### config.mk
export PLATFORM = sky130hd
export DESIGN_NAME = fitness_sharing_niche_count_flat
export DESIGN_NICKNAME = d
export VERILOG_FILES = /design/src/hw/rtl/fsnc_pkg.sv /design/src/hw/rtl/fsnc_if.sv /design/src/hw/rtl/fsnc_datapath.sv /design/src/hw/rtl/fsnc_ctrl.sv /design/src/hw/rtl/fitness_sharing_niche_count.sv /design/src/flat_wrapper.sv
export VERILOG_INCLUDE_DIRS = /design/src /design/src/hw/rtl
export SDC_FILE = /design/constraint.sdc
export NUM_CORES = 2
export LEC_CHECK = 0
export BUFFER_PORTS_ARGS = -buffer_cell sky130_fd_sc_hd__buf_4
export CORE_UTILIZATION = 50
export DETAILED_ROUTE_END_ITERATION = 8
export PLACE_DENSITY = 0.69
export SLEW_MARGIN = 20
export SYNTH_ARGS = -nofsm -noshare
export SYNTH_HDL_FRONTEND = slang
export SYNTH_SLANG_ARGS = --single-unit
### constraint.sdc
create_clock -name i_clk -period 7.67 [get_ports i_clk]
set_input_delay 1.534 -clock i_clk [delete_from_list [all_inputs] [get_ports i_clk]]
set_output_delay 1.534 -clock i_clk [all_outputs]
set_load 0.02 [all_outputs]
### src/hw/rtl/fitness_sharing_niche_count_macros.svh
// Assertion macros shared by the niche count block.
`ifndef FITNESS_SHARING_NICHE_COUNT_MACROS_SVH
`define FITNESS_SHARING_NICHE_COUNT_MACROS_SVH

// Consequent must hold in the same cycle as the antecedent.
`define FSNC_ASSERT_NOW(label, clk, rst_n, ante, cons, msg) \
    label: assert property (@(posedge clk) disable iff (!rst_n) (ante) |-> (cons)) \
        else $error(msg);

// Consequent must hold in the cycle after the antecedent.
`define FSNC_ASSERT_NEXT(label, clk, rst_n, ante, cons, msg) \
    label: assert property (@(posedge clk) disable iff (!rst_n) (ante) |=> (cons)) \
        else $error(msg);

`endif

### src/hw/rtl/fsnc_pkg.sv
// Package with widths, constants and controller/datapath types for the niche count block.
package fsnc_pkg;

    // Field and datapath widths.
    localparam int COORD_W  = 24;
    localparam int MAG_W    = 24;
    localparam int SQ_W     = 2 * MAG_W;
    localparam int SUM_W    = 60;
    localparam int ROOT_W   = SUM_W / 2;
    localparam int REM_W    = ROOT_W + 2;
    localparam int SIGMA_W  = 23;
    localparam int FRAC_W   = 16;
    localparam int QUO_W    = FRAC_W + 1;
    localparam int NICHE_W  = 27;

    // Iteration counts of the shared square root and divider steps.
    localparam int SQRT_STEPS = ROOT_W;
    localparam int DIV_STEPS  = QUO_W;
    localparam int CNT_W      = 5;

    // Configuration port.
    localparam int APB_ADDR_W = 3;
    localparam int APB_DATA_W = 32;
    localparam int REG_IDX_W  = APB_ADDR_W - 2;
    localparam logic [REG_IDX_W-1:0] REG_SIGMA = '0;
    localparam logic [SIGMA_W-1:0]   SIGMA_RESET = 23'd65536;

    // Commands from the controller to the datapath.
    typedef struct packed {
        logic load_in;
        logic mul;
        logic acc;
        logic sqrt_step;
        logic div_init;
        logic div_step;
        logic niche_add;
        logic emit;
    } t_dp_cmd;

    // Status from the datapath to the controller.
    typedef struct packed {
        logic last_coord;
        logic last_member;
        logic in_radius;
        logic out_full;
    } t_dp_status;

endpackage

### src/hw/rtl/fsnc_if.sv
// Valid/ready channel interfaces for coordinate pairs and niche count results.
interface fsnc_in_if;
    import fsnc_pkg::*;

    logic                      valid;
    logic                      ready;
    logic signed [COORD_W-1:0] own_coord;
    logic signed [COORD_W-1:0] other_coord;
    logic                      last_coord;
    logic                      last_member;

    modport source (output valid, output own_coord, output other_coord,
                    output last_coord, output last_member, input ready);
    modport sink (input valid, input own_coord, input other_coord,
                  input last_coord, input last_member, output ready);
endinterface

interface fsnc_out_if;
    import fsnc_pkg::*;

    logic               valid;
    logic               ready;
    logic [NICHE_W-1:0] share_sum;
    logic               distance_saturated;

    modport source (output valid, output share_sum, output distance_saturated,
                    input ready);
    modport sink (input valid, input share_sum, input distance_saturated,
                  output ready);
endinterface

### src/hw/rtl/fsnc_datapath.sv
// Datapath: squared distance accumulation, bit-serial square root and division, niche sum.
module fsnc_datapath (
    input  logic                               i_clk,
    input  logic                               i_rst_n,
    input  logic [fsnc_pkg::SIGMA_W-1:0]       i_sigma,
    input  logic signed [fsnc_pkg::COORD_W-1:0] i_own_coord,
    input  logic signed [fsnc_pkg::COORD_W-1:0] i_other_coord,
    input  logic                               i_last_coord,
    input  logic                               i_last_member,
    input  fsnc_pkg::t_dp_cmd                  i_cmd,
    output fsnc_pkg::t_dp_status               o_status,
    input  logic                               i_out_ready,
    output logic                               o_out_valid,
    output logic [fsnc_pkg::NICHE_W-1:0]       o_share_sum,
    output logic                               o_distance_saturated
);
    import fsnc_pkg::*;

    logic [MAG_W-1:0]   r_mag;
    logic               r_lc;
    logic               r_lm;
    logic [SQ_W-1:0]    r_sq;
    logic [SUM_W-1:0]   r_sum;
    logic               r_sat;
    logic [REM_W-1:0]   r_rem;
    logic [ROOT_W-1:0]  r_root;
    logic [SIGMA_W-1:0] r_dr;
    logic [QUO_W-1:0]   r_num;
    logic [QUO_W-1:0]   r_quo;
    logic [NICHE_W-1:0] r_niche;
    logic               r_out_valid;
    logic [NICHE_W-1:0] r_out_niche;
    logic               r_out_sat;

    logic [COORD_W:0]   w_diff;
    logic [COORD_W:0]   w_neg;
    logic [MAG_W-1:0]   w_mag;
    logic [SUM_W:0]     w_total;
    logic [REM_W+1:0]   w_cur;
    logic [REM_W+1:0]   w_trial;
    logic [REM_W+1:0]   w_rsub;
    logic               w_rge;
    logic [SIGMA_W:0]   w_dtrial;
    logic [SIGMA_W:0]   w_dsub;
    logic               w_dge;
    logic [SIGMA_W-1:0] w_span;
    logic [NICHE_W:0]   w_nsum;

    // Absolute difference of the coordinate pair, exact in 25 bits.
    assign w_diff = {i_own_coord[COORD_W-1], i_own_coord}
                  - {i_other_coord[COORD_W-1], i_other_coord};
    assign w_neg  = (COORD_W+1)'(0) - w_diff;
    assign w_mag  = w_diff[COORD_W] ? w_neg[MAG_W-1:0] : w_diff[MAG_W-1:0];

    // Saturating accumulation of the squared difference.
    assign w_total = {1'b0, r_sum} + (SUM_W+1)'(r_sq);

    // One square root digit: bring down two bits of the sum and try the subtraction.
    assign w_cur   = {r_rem, r_sum[SUM_W-1 -: 2]};
    assign w_trial = {2'b00, r_root, 2'b01};
    assign w_rge   = (w_cur >= w_trial);
    assign w_rsub  = w_cur - w_trial;

    // One restoring division step of (sigma - d) * 2^16 by sigma.
    assign w_span   = i_sigma - r_root[SIGMA_W-1:0];
    assign w_dtrial = {r_dr, r_num[QUO_W-1]};
    assign w_dge    = (w_dtrial >= {1'b0, i_sigma});
    assign w_dsub   = w_dtrial - {1'b0, i_sigma};

    // Saturating niche sum update.
    assign w_nsum = {1'b0, r_niche} + (NICHE_W+1)'(r_quo);

    // Payload registers of the current item and the iterative units.
    always_ff @(posedge i_clk) begin
        if (i_cmd.load_in) begin
            r_mag <= w_mag;
            r_lc  <= i_last_coord;
            r_lm  <= i_last_member;
        end
        if (i_cmd.mul) begin
            r_sq <= r_mag * r_mag;
        end
        if (i_cmd.acc) begin
            r_rem  <= '0;
            r_root <= '0;
        end else if (i_cmd.sqrt_step) begin
            r_rem  <= w_rge ? w_rsub[REM_W-1:0] : w_cur[REM_W-1:0];
            r_root <= {r_root[ROOT_W-2:0], w_rge};
        end
        if (i_cmd.div_init) begin
            r_dr  <= {1'b0, w_span[SIGMA_W-1:1]};
            r_num <= {w_span[0], {(QUO_W-1){1'b0}}};
            r_quo <= '0;
        end else if (i_cmd.div_step) begin
            r_dr  <= w_dge ? w_dsub[SIGMA_W-1:0] : w_dtrial[SIGMA_W-1:0];
            r_num <= {r_num[QUO_W-2:0], 1'b0};
            r_quo <= {r_quo[QUO_W-2:0], w_dge};
        end
        if (i_cmd.emit) begin
            r_out_niche <= r_niche;
            r_out_sat   <= r_sat;
        end
    end

    // Running sums and the output valid flag.
    always_ff @(posedge i_clk) begin
        if (!i_rst_n) begin
            r_sum       <= '0;
            r_sat       <= 1'b0;
            r_niche     <= '0;
            r_out_valid <= 1'b0;
        end else begin
            // The square root shifts the sum out, which leaves it cleared for the next member.
            if (i_cmd.acc) begin
                if (w_total[SUM_W]) begin
                    r_sum <= '1;
                    r_sat <= 1'b1;
                end else begin
                    r_sum <= w_total[SUM_W-1:0];
                end
            end else if (i_cmd.sqrt_step) begin
                r_sum <= {r_sum[SUM_W-3:0], 2'b00};
            end
            if (i_cmd.niche_add) begin
                r_niche <= w_nsum[NICHE_W] ? '1 : w_nsum[NICHE_W-1:0];
            end
            if (i_cmd.emit) begin
                r_niche     <= '0;
                r_sat       <= 1'b0;
                r_out_valid <= 1'b1;
            end else if (r_out_valid && i_out_ready) begin
                r_out_valid <= 1'b0;
            end
        end
    end

    assign o_status.last_coord  = r_lc;
    assign o_status.last_member = r_lm;
    assign o_status.in_radius   = (r_root < {(ROOT_W-SIGMA_W)'(0), i_sigma});
    assign o_status.out_full    = r_out_valid;

    assign o_out_valid          = r_out_valid;
    assign o_share_sum          = r_out_niche;
    assign o_distance_saturated = r_out_sat;

endmodule

### src/hw/rtl/fsnc_ctrl.sv
// Controller state machine sequencing one coordinate pair through the datapath.
module fsnc_ctrl (
    input  logic                 i_clk,
    input  logic                 i_rst_n,
    input  logic                 i_in_valid,
    output logic                 o_in_ready,
    input  fsnc_pkg::t_dp_status i_status,
    output fsnc_pkg::t_dp_cmd    o_cmd
);
    import fsnc_pkg::*;

    localparam logic [2:0] S_IDLE = 3'd0;
    localparam logic [2:0] S_MUL  = 3'd1;
    localparam logic [2:0] S_ACC  = 3'd2;
    localparam logic [2:0] S_SQRT = 3'd3;
    localparam logic [2:0] S_CMP  = 3'd4;
    localparam logic [2:0] S_DIV  = 3'd5;
    localparam logic [2:0] S_ADD  = 3'd6;
    localparam logic [2:0] S_EMIT = 3'd7;

    logic [2:0]       r_state;
    logic [2:0]       n_state;
    logic [CNT_W-1:0] r_cnt;
    logic [CNT_W-1:0] n_cnt;

    // Next state, step counter and datapath commands.
    always_comb begin
        n_state = r_state;
        n_cnt   = r_cnt;
        o_cmd   = '0;
        unique case (r_state)
            S_IDLE: begin
                if (i_in_valid) begin
                    o_cmd.load_in = 1'b1;
                    n_state       = S_MUL;
                end
            end
            S_MUL: begin
                o_cmd.mul = 1'b1;
                n_state   = S_ACC;
            end
            S_ACC: begin
                o_cmd.acc = 1'b1;
                n_cnt     = '0;
                n_state   = i_status.last_coord ? S_SQRT : S_IDLE;
            end
            S_SQRT: begin
                o_cmd.sqrt_step = 1'b1;
                if (r_cnt == CNT_W'(SQRT_STEPS - 1)) begin
                    n_cnt   = '0;
                    n_state = S_CMP;
                end else begin
                    n_cnt = r_cnt + 1'b1;
                end
            end
            S_CMP: begin
                // Outside the radius the quotient stays cleared and the share is zero.
                o_cmd.div_init = 1'b1;
                n_state        = i_status.in_radius ? S_DIV : S_ADD;
            end
            S_DIV: begin
                o_cmd.div_step = 1'b1;
                if (r_cnt == CNT_W'(DIV_STEPS - 1)) begin
                    n_cnt   = '0;
                    n_state = S_ADD;
                end else begin
                    n_cnt = r_cnt + 1'b1;
                end
            end
            S_ADD: begin
                o_cmd.niche_add = 1'b1;
                n_state         = i_status.last_member ? S_EMIT : S_IDLE;
            end
            S_EMIT: begin
                if (!i_status.out_full) begin
                    o_cmd.emit = 1'b1;
                    n_state    = S_IDLE;
                end
            end
            default: begin
                n_state = S_IDLE;
            end
        endcase
    end

    // State registers.
    always_ff @(posedge i_clk) begin
        if (!i_rst_n) begin
            r_state <= S_IDLE;
            r_cnt   <= '0;
        end else begin
            r_state <= n_state;
            r_cnt   <= n_cnt;
        end
    end

    assign o_in_ready = (r_state == S_IDLE);

endmodule

### src/hw/rtl/fitness_sharing_niche_count.sv
// Top level of the triangular fitness-sharing niche count block.
// An ordinary coordinate pair passes through the multiply and accumulate states before the next input transfer.
// A member's last coordinate adds 30 square root steps, one compare, 17 divide steps and
// one add; the divide is skipped when the distance reaches sigma.
// After the last member the controller waits until the output register is free, then loads the result.
// Synchronous active-low reset clears all sums and the output valid flag, and sets sigma to 1.0.
`include "fitness_sharing_niche_count_macros.svh"

module fitness_sharing_niche_count (
    input  logic                            i_clk,
    input  logic                            i_rst_n,
    fsnc_in_if.sink                         i_in,
    fsnc_out_if.source                      o_out,
    input  logic                            psel,
    input  logic                            penable,
    input  logic                            pwrite,
    input  logic [fsnc_pkg::APB_ADDR_W-1:0] paddr,
    input  logic [fsnc_pkg::APB_DATA_W-1:0] pwdata,
    output logic [fsnc_pkg::APB_DATA_W-1:0] prdata,
    output logic                            pready
);
    import fsnc_pkg::*;

    logic [SIGMA_W-1:0] r_sigma;
    logic               w_sel_sigma;
    t_dp_cmd            w_cmd;
    t_dp_status         w_status;

    // Configuration register, written in the access phase of an APB transfer.
    assign w_sel_sigma = (paddr[APB_ADDR_W-1:2] == REG_SIGMA);
    assign pready      = 1'b1;
    assign prdata      = w_sel_sigma ? APB_DATA_W'(r_sigma) : '0;

    always_ff @(posedge i_clk) begin
        if (!i_rst_n) begin
            r_sigma <= SIGMA_RESET;
        end else if (psel && penable && pwrite && pready && w_sel_sigma) begin
            r_sigma <= pwdata[SIGMA_W-1:0];
        end
    end

    // Sequencer.
    fsnc_ctrl u_ctrl (
        .i_clk      (i_clk),
        .i_rst_n    (i_rst_n),
        .i_in_valid (i_in.valid),
        .o_in_ready (i_in.ready),
        .i_status   (w_status),
        .o_cmd      (w_cmd)
    );

    // Arithmetic and output register.
    fsnc_datapath u_datapath (
        .i_clk                (i_clk),
        .i_rst_n              (i_rst_n),
        .i_sigma              (r_sigma),
        .i_own_coord          (i_in.own_coord),
        .i_other_coord        (i_in.other_coord),
        .i_last_coord         (i_in.last_coord),
        .i_last_member        (i_in.last_member),
        .i_cmd                (w_cmd),
        .o_status             (w_status),
        .i_out_ready          (o_out.ready),
        .o_out_valid          (o_out.valid),
        .o_share_sum          (o_out.share_sum),
        .o_distance_saturated (o_out.distance_saturated)
    );

    // A transfer in starts work, so the controller stops taking items for a while.
    `FSNC_ASSERT_NEXT(a_busy_after_input, i_clk, i_rst_n, i_in.valid && i_in.ready, !i_in.ready, "input accepted while still busy")
    // The output register cannot be refilled in the cycle it is emptied.
    `FSNC_ASSERT_NEXT(a_out_gap, i_clk, i_rst_n, o_out.valid && o_out.ready, !o_out.valid, "result reloaded on its own transfer")
    // A result only appears at the end of the last member's processing.
    `FSNC_ASSERT_NOW(a_result_from_work, i_clk, i_rst_n, $rose(o_out.valid), !$past(i_in.ready), "result appeared while idle")

endmodule

### src/flat_wrapper.sv
// flat-port wrapper written by rule: the top's interface ports become plain ports
module fitness_sharing_niche_count_flat import fsnc_pkg::*;
  (i_clk, i_rst_n, psel, penable, pwrite, paddr, pwdata, prdata, pready, i_in_valid, i_in_own_coord, i_in_other_coord, i_in_last_coord, i_in_last_member, i_in_ready, o_out_valid, o_out_share_sum, o_out_distance_saturated, o_out_ready);
  fsnc_in_if i_in_i ();
  fsnc_out_if o_out_i ();
  input  logic i_clk;
  input  logic i_rst_n;
  input  logic psel;
  input  logic penable;
  input  logic pwrite;
  input  logic [fsnc_pkg::APB_ADDR_W-1:0] paddr;
  input  logic [fsnc_pkg::APB_DATA_W-1:0] pwdata;
  output logic [fsnc_pkg::APB_DATA_W-1:0] prdata;
  output logic pready;
  input wire logic [$bits(i_in_i.valid)-1:0] i_in_valid;
  input wire logic [$bits(i_in_i.own_coord)-1:0] i_in_own_coord;
  input wire logic [$bits(i_in_i.other_coord)-1:0] i_in_other_coord;
  input wire logic [$bits(i_in_i.last_coord)-1:0] i_in_last_coord;
  input wire logic [$bits(i_in_i.last_member)-1:0] i_in_last_member;
  output wire logic [$bits(i_in_i.ready)-1:0] i_in_ready;
  output wire logic [$bits(o_out_i.valid)-1:0] o_out_valid;
  output wire logic [$bits(o_out_i.share_sum)-1:0] o_out_share_sum;
  output wire logic [$bits(o_out_i.distance_saturated)-1:0] o_out_distance_saturated;
  input wire logic [$bits(o_out_i.ready)-1:0] o_out_ready;
  assign i_in_i.valid = i_in_valid;
  assign i_in_i.own_coord = i_in_own_coord;
  assign i_in_i.other_coord = i_in_other_coord;
  assign i_in_i.last_coord = i_in_last_coord;
  assign i_in_i.last_member = i_in_last_member;
  assign i_in_ready = i_in_i.ready;
  assign o_out_valid = o_out_i.valid;
  assign o_out_share_sum = o_out_i.share_sum;
  assign o_out_distance_saturated = o_out_i.distance_saturated;
  assign o_out_i.ready = o_out_ready;
  fitness_sharing_niche_count u_core (.i_clk(i_clk), .i_rst_n(i_rst_n), .i_in(i_in_i), .o_out(o_out_i), .psel(psel), .penable(penable), .pwrite(pwrite), .paddr(paddr), .pwdata(pwdata), .prdata(prdata), .pready(pready));
endmodule
==> impl_metrics.tcl <==
set metrics [dict create \
    status "finished clean" \
    cts_sinks 324 \
    yosysSeqAreaShare 0.202 \
    top_usage_layer "met2" \
    hpwl_mm 68.5 \
    drtPass1Iterations 5 \
    period_minus_slack_ns 7.42 \
    clock-root-buffer "clkbuf_16" \
    path_clk_slew_ns 0.06 \
    grt_max_degree 88 \
    synth_ff_type "dfxtp_1" \
    drtIter0Drc 1515 \
    post-route-util 0.555 \
    synth_top_area_cell "fa_1" \
    cp-start-kind "flip-flop" \
    fin_crit_sh 0.967 \
    crit_fanout 8 \
    antenna_found_initial 1 \
    drv_slew 0 \
    finalSetupViolCount 0 \
    cp_cell_sequence "buf_4 -> and2_1 -> inv_1 -> fa_1 -> inv_1 -> fa_1 -> fa_1 -> fa_1 -> fa_1 -> fa_1 -> inv_1 -> fa_1 -> inv_1 -> ha_1 -> nand3_1 -> nor4_1 -> nand2_1 -> a211oi_1 -> o221ai_2 -> o31a_1 -> o21bai_1 -> a21oi_1 -> xnor2_1" \
    grt_pass1_wl_mm 146 \
    grt_remaining_overflow 0 \
    dieArea_sq_um 77600 \
    netlist_area_sq_um 38300 \
    ys_types 90 \
    drive_gt1_frac 0.0813 \
    endpoint_kind "flip-flop" \
    wl_per_cell_microns 15.7 \
    htreeDepth 2 \
    synth.avg_cell_area_sq_um 8.71 \
    ioPinCount 155 \
    hold_viol 0 \
    yosys-top-cells-count "inv_1, nand2_1, fa_1" \
    synthDominantCellAreaShare 0.228 \
    timing.setup.tns_ns 0 \
    drcViolationCount 0 \
    tritoncts "yes" \
    die_w_microns 279 \
    max_cap_violations 0 \
    arrival_ns 7.75 \
    dp_cells 5414 \
    core_area_sq_um 75800 \
    vias_per_cell 5.44 \
    met1_usage 0.292 \
    met3_usage 0.0238 \
    r2r_slack_ns 0.25 \
    die_y_microns 279 \
    ys_seq_elements 324 \
    vias 29900 \
    stdcell_count 5504 \
    required_ns 8.00 \
    slew_headroom 0.280 \
    use_met2 0.398 \
    grt_usage 0.226 \
    netlist_instances 4394 \
    fmax_mhz 135 \
    critPathMaxStageDelay_ns 0.57 \
    ys_warn_count 0 \
    start_util 0.505 \
    hp-class "flip-flop to flip-flop" \
    area_growth_pct 10.0 \
    holdBufCountCts 0 \
    critical_path_class "flip-flop to flip-flop" \
    worstSkewPairLatency_ns 0.58 \
    cts_buffers 39 \
    routed_wl_mm 86.6 \
    cpMaxStageDelayCell "edfxtp_1" \
    synth_area_leaders "fa_1, ha_1, dfxtp_1, edfxtp_1, inv_1" \
    port_buffers 133 \
    synth_edf_count 124 \
    ant_nets 0 \
    clockBufferDepth 3 \
    tightest_slew_ns 1.08 \
    nets 5390 \
    place_congestion 0.877 \
    grt_pass1_vias 30400 \
    async_flop_share 0 \
    row_count 101 \
    clock_skew_ns 0.0263 \
    synth.most_common_cell "inv_1" \
    crit_top_cell "fa_1" \
]
[worst paths after layout]
kind                                              start                                          endpoint  cells after the start
hold reg to reg    u_core.u_datapath.r_sat$_SDFFE_PP0P_  u_core.u_datapath.o_distance_saturated$_DFFE_PP_                      0
setup / recovery  u_core.u_datapath.r_mag[17]$_DFFE_PP_              u_core.u_datapath.r_sq[44]$_DFFE_PP_                     23
hold / removal     u_core.u_datapath.r_sat$_SDFFE_PP0P_  u_core.u_datapath.o_distance_saturated$_DFFE_PP_                      0
setup reg to reg  u_core.u_datapath.r_mag[17]$_DFFE_PP_              u_core.u_datapath.r_sq[44]$_DFFE_PP_                     23
[cells in the final DEF (no fill, tap or decap), drive strengths merged, types with 28 or more instances in the layout]
master | synthesis | routed
mux2i | 40 | 40
dfxtp | 200 | 200
clkbuf | 166 | 54
ha | 368 | 368
nand2 | 458 | 458
and2 | 150 | 150
buf | 20 | 237
xor2 | 91 | 91
a211oi | 35 | 35
nor2b | 38 | 38
nand3 | 64 | 64
inv | 741 | 747
o21bai | 29 | 29
nor3 | 43 | 43
and3 | 28 | 28
xnor2 | 138 | 138
fa | 436 | 436
a21o | 114 | 114
nor2 | 207 | 207
a31oi | 39 | 39
nand4 | 33 | 33
a21oi | 342 | 342
o21ai | 209 | 209
edfxtp | 124 | 124
o221ai | 28 | 28
[sequential cells by signal, summed over array words and instances, names as in the netlist]
signal                                  flops
u_core.u_datapath.r_dr                     23
u_core.u_datapath.r_lc                      1
u_core.u_ctrl.r_state                       3
u_core.u_datapath.r_mag                    24
u_core.u_datapath.r_num                     1
u_core.u_datapath.r_sq                     47
u_core.u_datapath.r_sat                     1
u_core.u_datapath.r_rem                    32
u_core.r_sigma                             23
u_core.u_datapath.o_distance_saturated      1
u_core.u_datapath.r_niche                  27
u_core.u_datapath.o_out_valid               1
u_core.u_datapath.r_sum                    60
u_core.u_ctrl.r_cnt                         5
u_core.u_datapath.r_quo                    17
u_core.u_datapath.r_lm                      1
u_core.u_datapath.r_root                   30
u_core.u_datapath.o_share_sum              27
[cells by family (layout without fill, tap and decap cells)]
kind of cell,count (synthesis),count (layout),share of synthesized area
compound gates,961,961,0.158
xor+xnor,229,229,0.0524
fa+ha+maj,804,804,0.348
buf+inv,927,1050,0.0925
flops,324,324,0.202
mux,42,42,0.0112
other cells,2,11,0.000196
simple gates,1105,1105,0.136
[what timing repair did]
action                     4_1_cts  5_1_grt
buffers inserted                 0       17
setup endpoints to repair        0        7
gates resized for setup          0       27
[cell type report]
type / count / area, sq um
multi-input cells: 3151 / 27200
repair buffers: 237 / 1850
clock buffers: 54 / 1100
diodes: 1 / 2.50
clock inverters: 18 / 213
flip-flops and latches: 324 / 7730
well taps: 978 / 1220
fillers: 6903 / 33700
inverters: 741 / 2780
[worst max-delay path: cells and delay by family, from the launching register on]
family,cells,cell delay [ns]
AND/OR/NAND/NOR,4,0.77
XOR/XNOR,1,0.13
buffers and inverters,5,0.46
flip-flops,1,0.57
adder cells (fa/ha/maj),8,3.95
AO/OA/AOI/OAI,5,1.28
[layer usage]
metal	vias to the layer above	wire length (microns)
met1	14400	38300
met3	134	3900
met4	0	2160
met5	-	0
met2	726	42200
li1	14700	-
[through the flow]
stage	worst slack (ns)	hold slack [ns]	instance area, sq um
6_report	0.250	0.447	42100
2_1_floorplan	0.467	0.409	38300
3_5_place_dp	0.132	0.439	40500
4_1_cts	0.134	0.454	41800
5_1_grt	-0.0283	0.469	42100
3_3_place_gp	0.155	0.427	40500
Power is left out: the tool's default activity adds up to more than one toggle a clock period on the data nets, which glitch-free logic cannot reach.
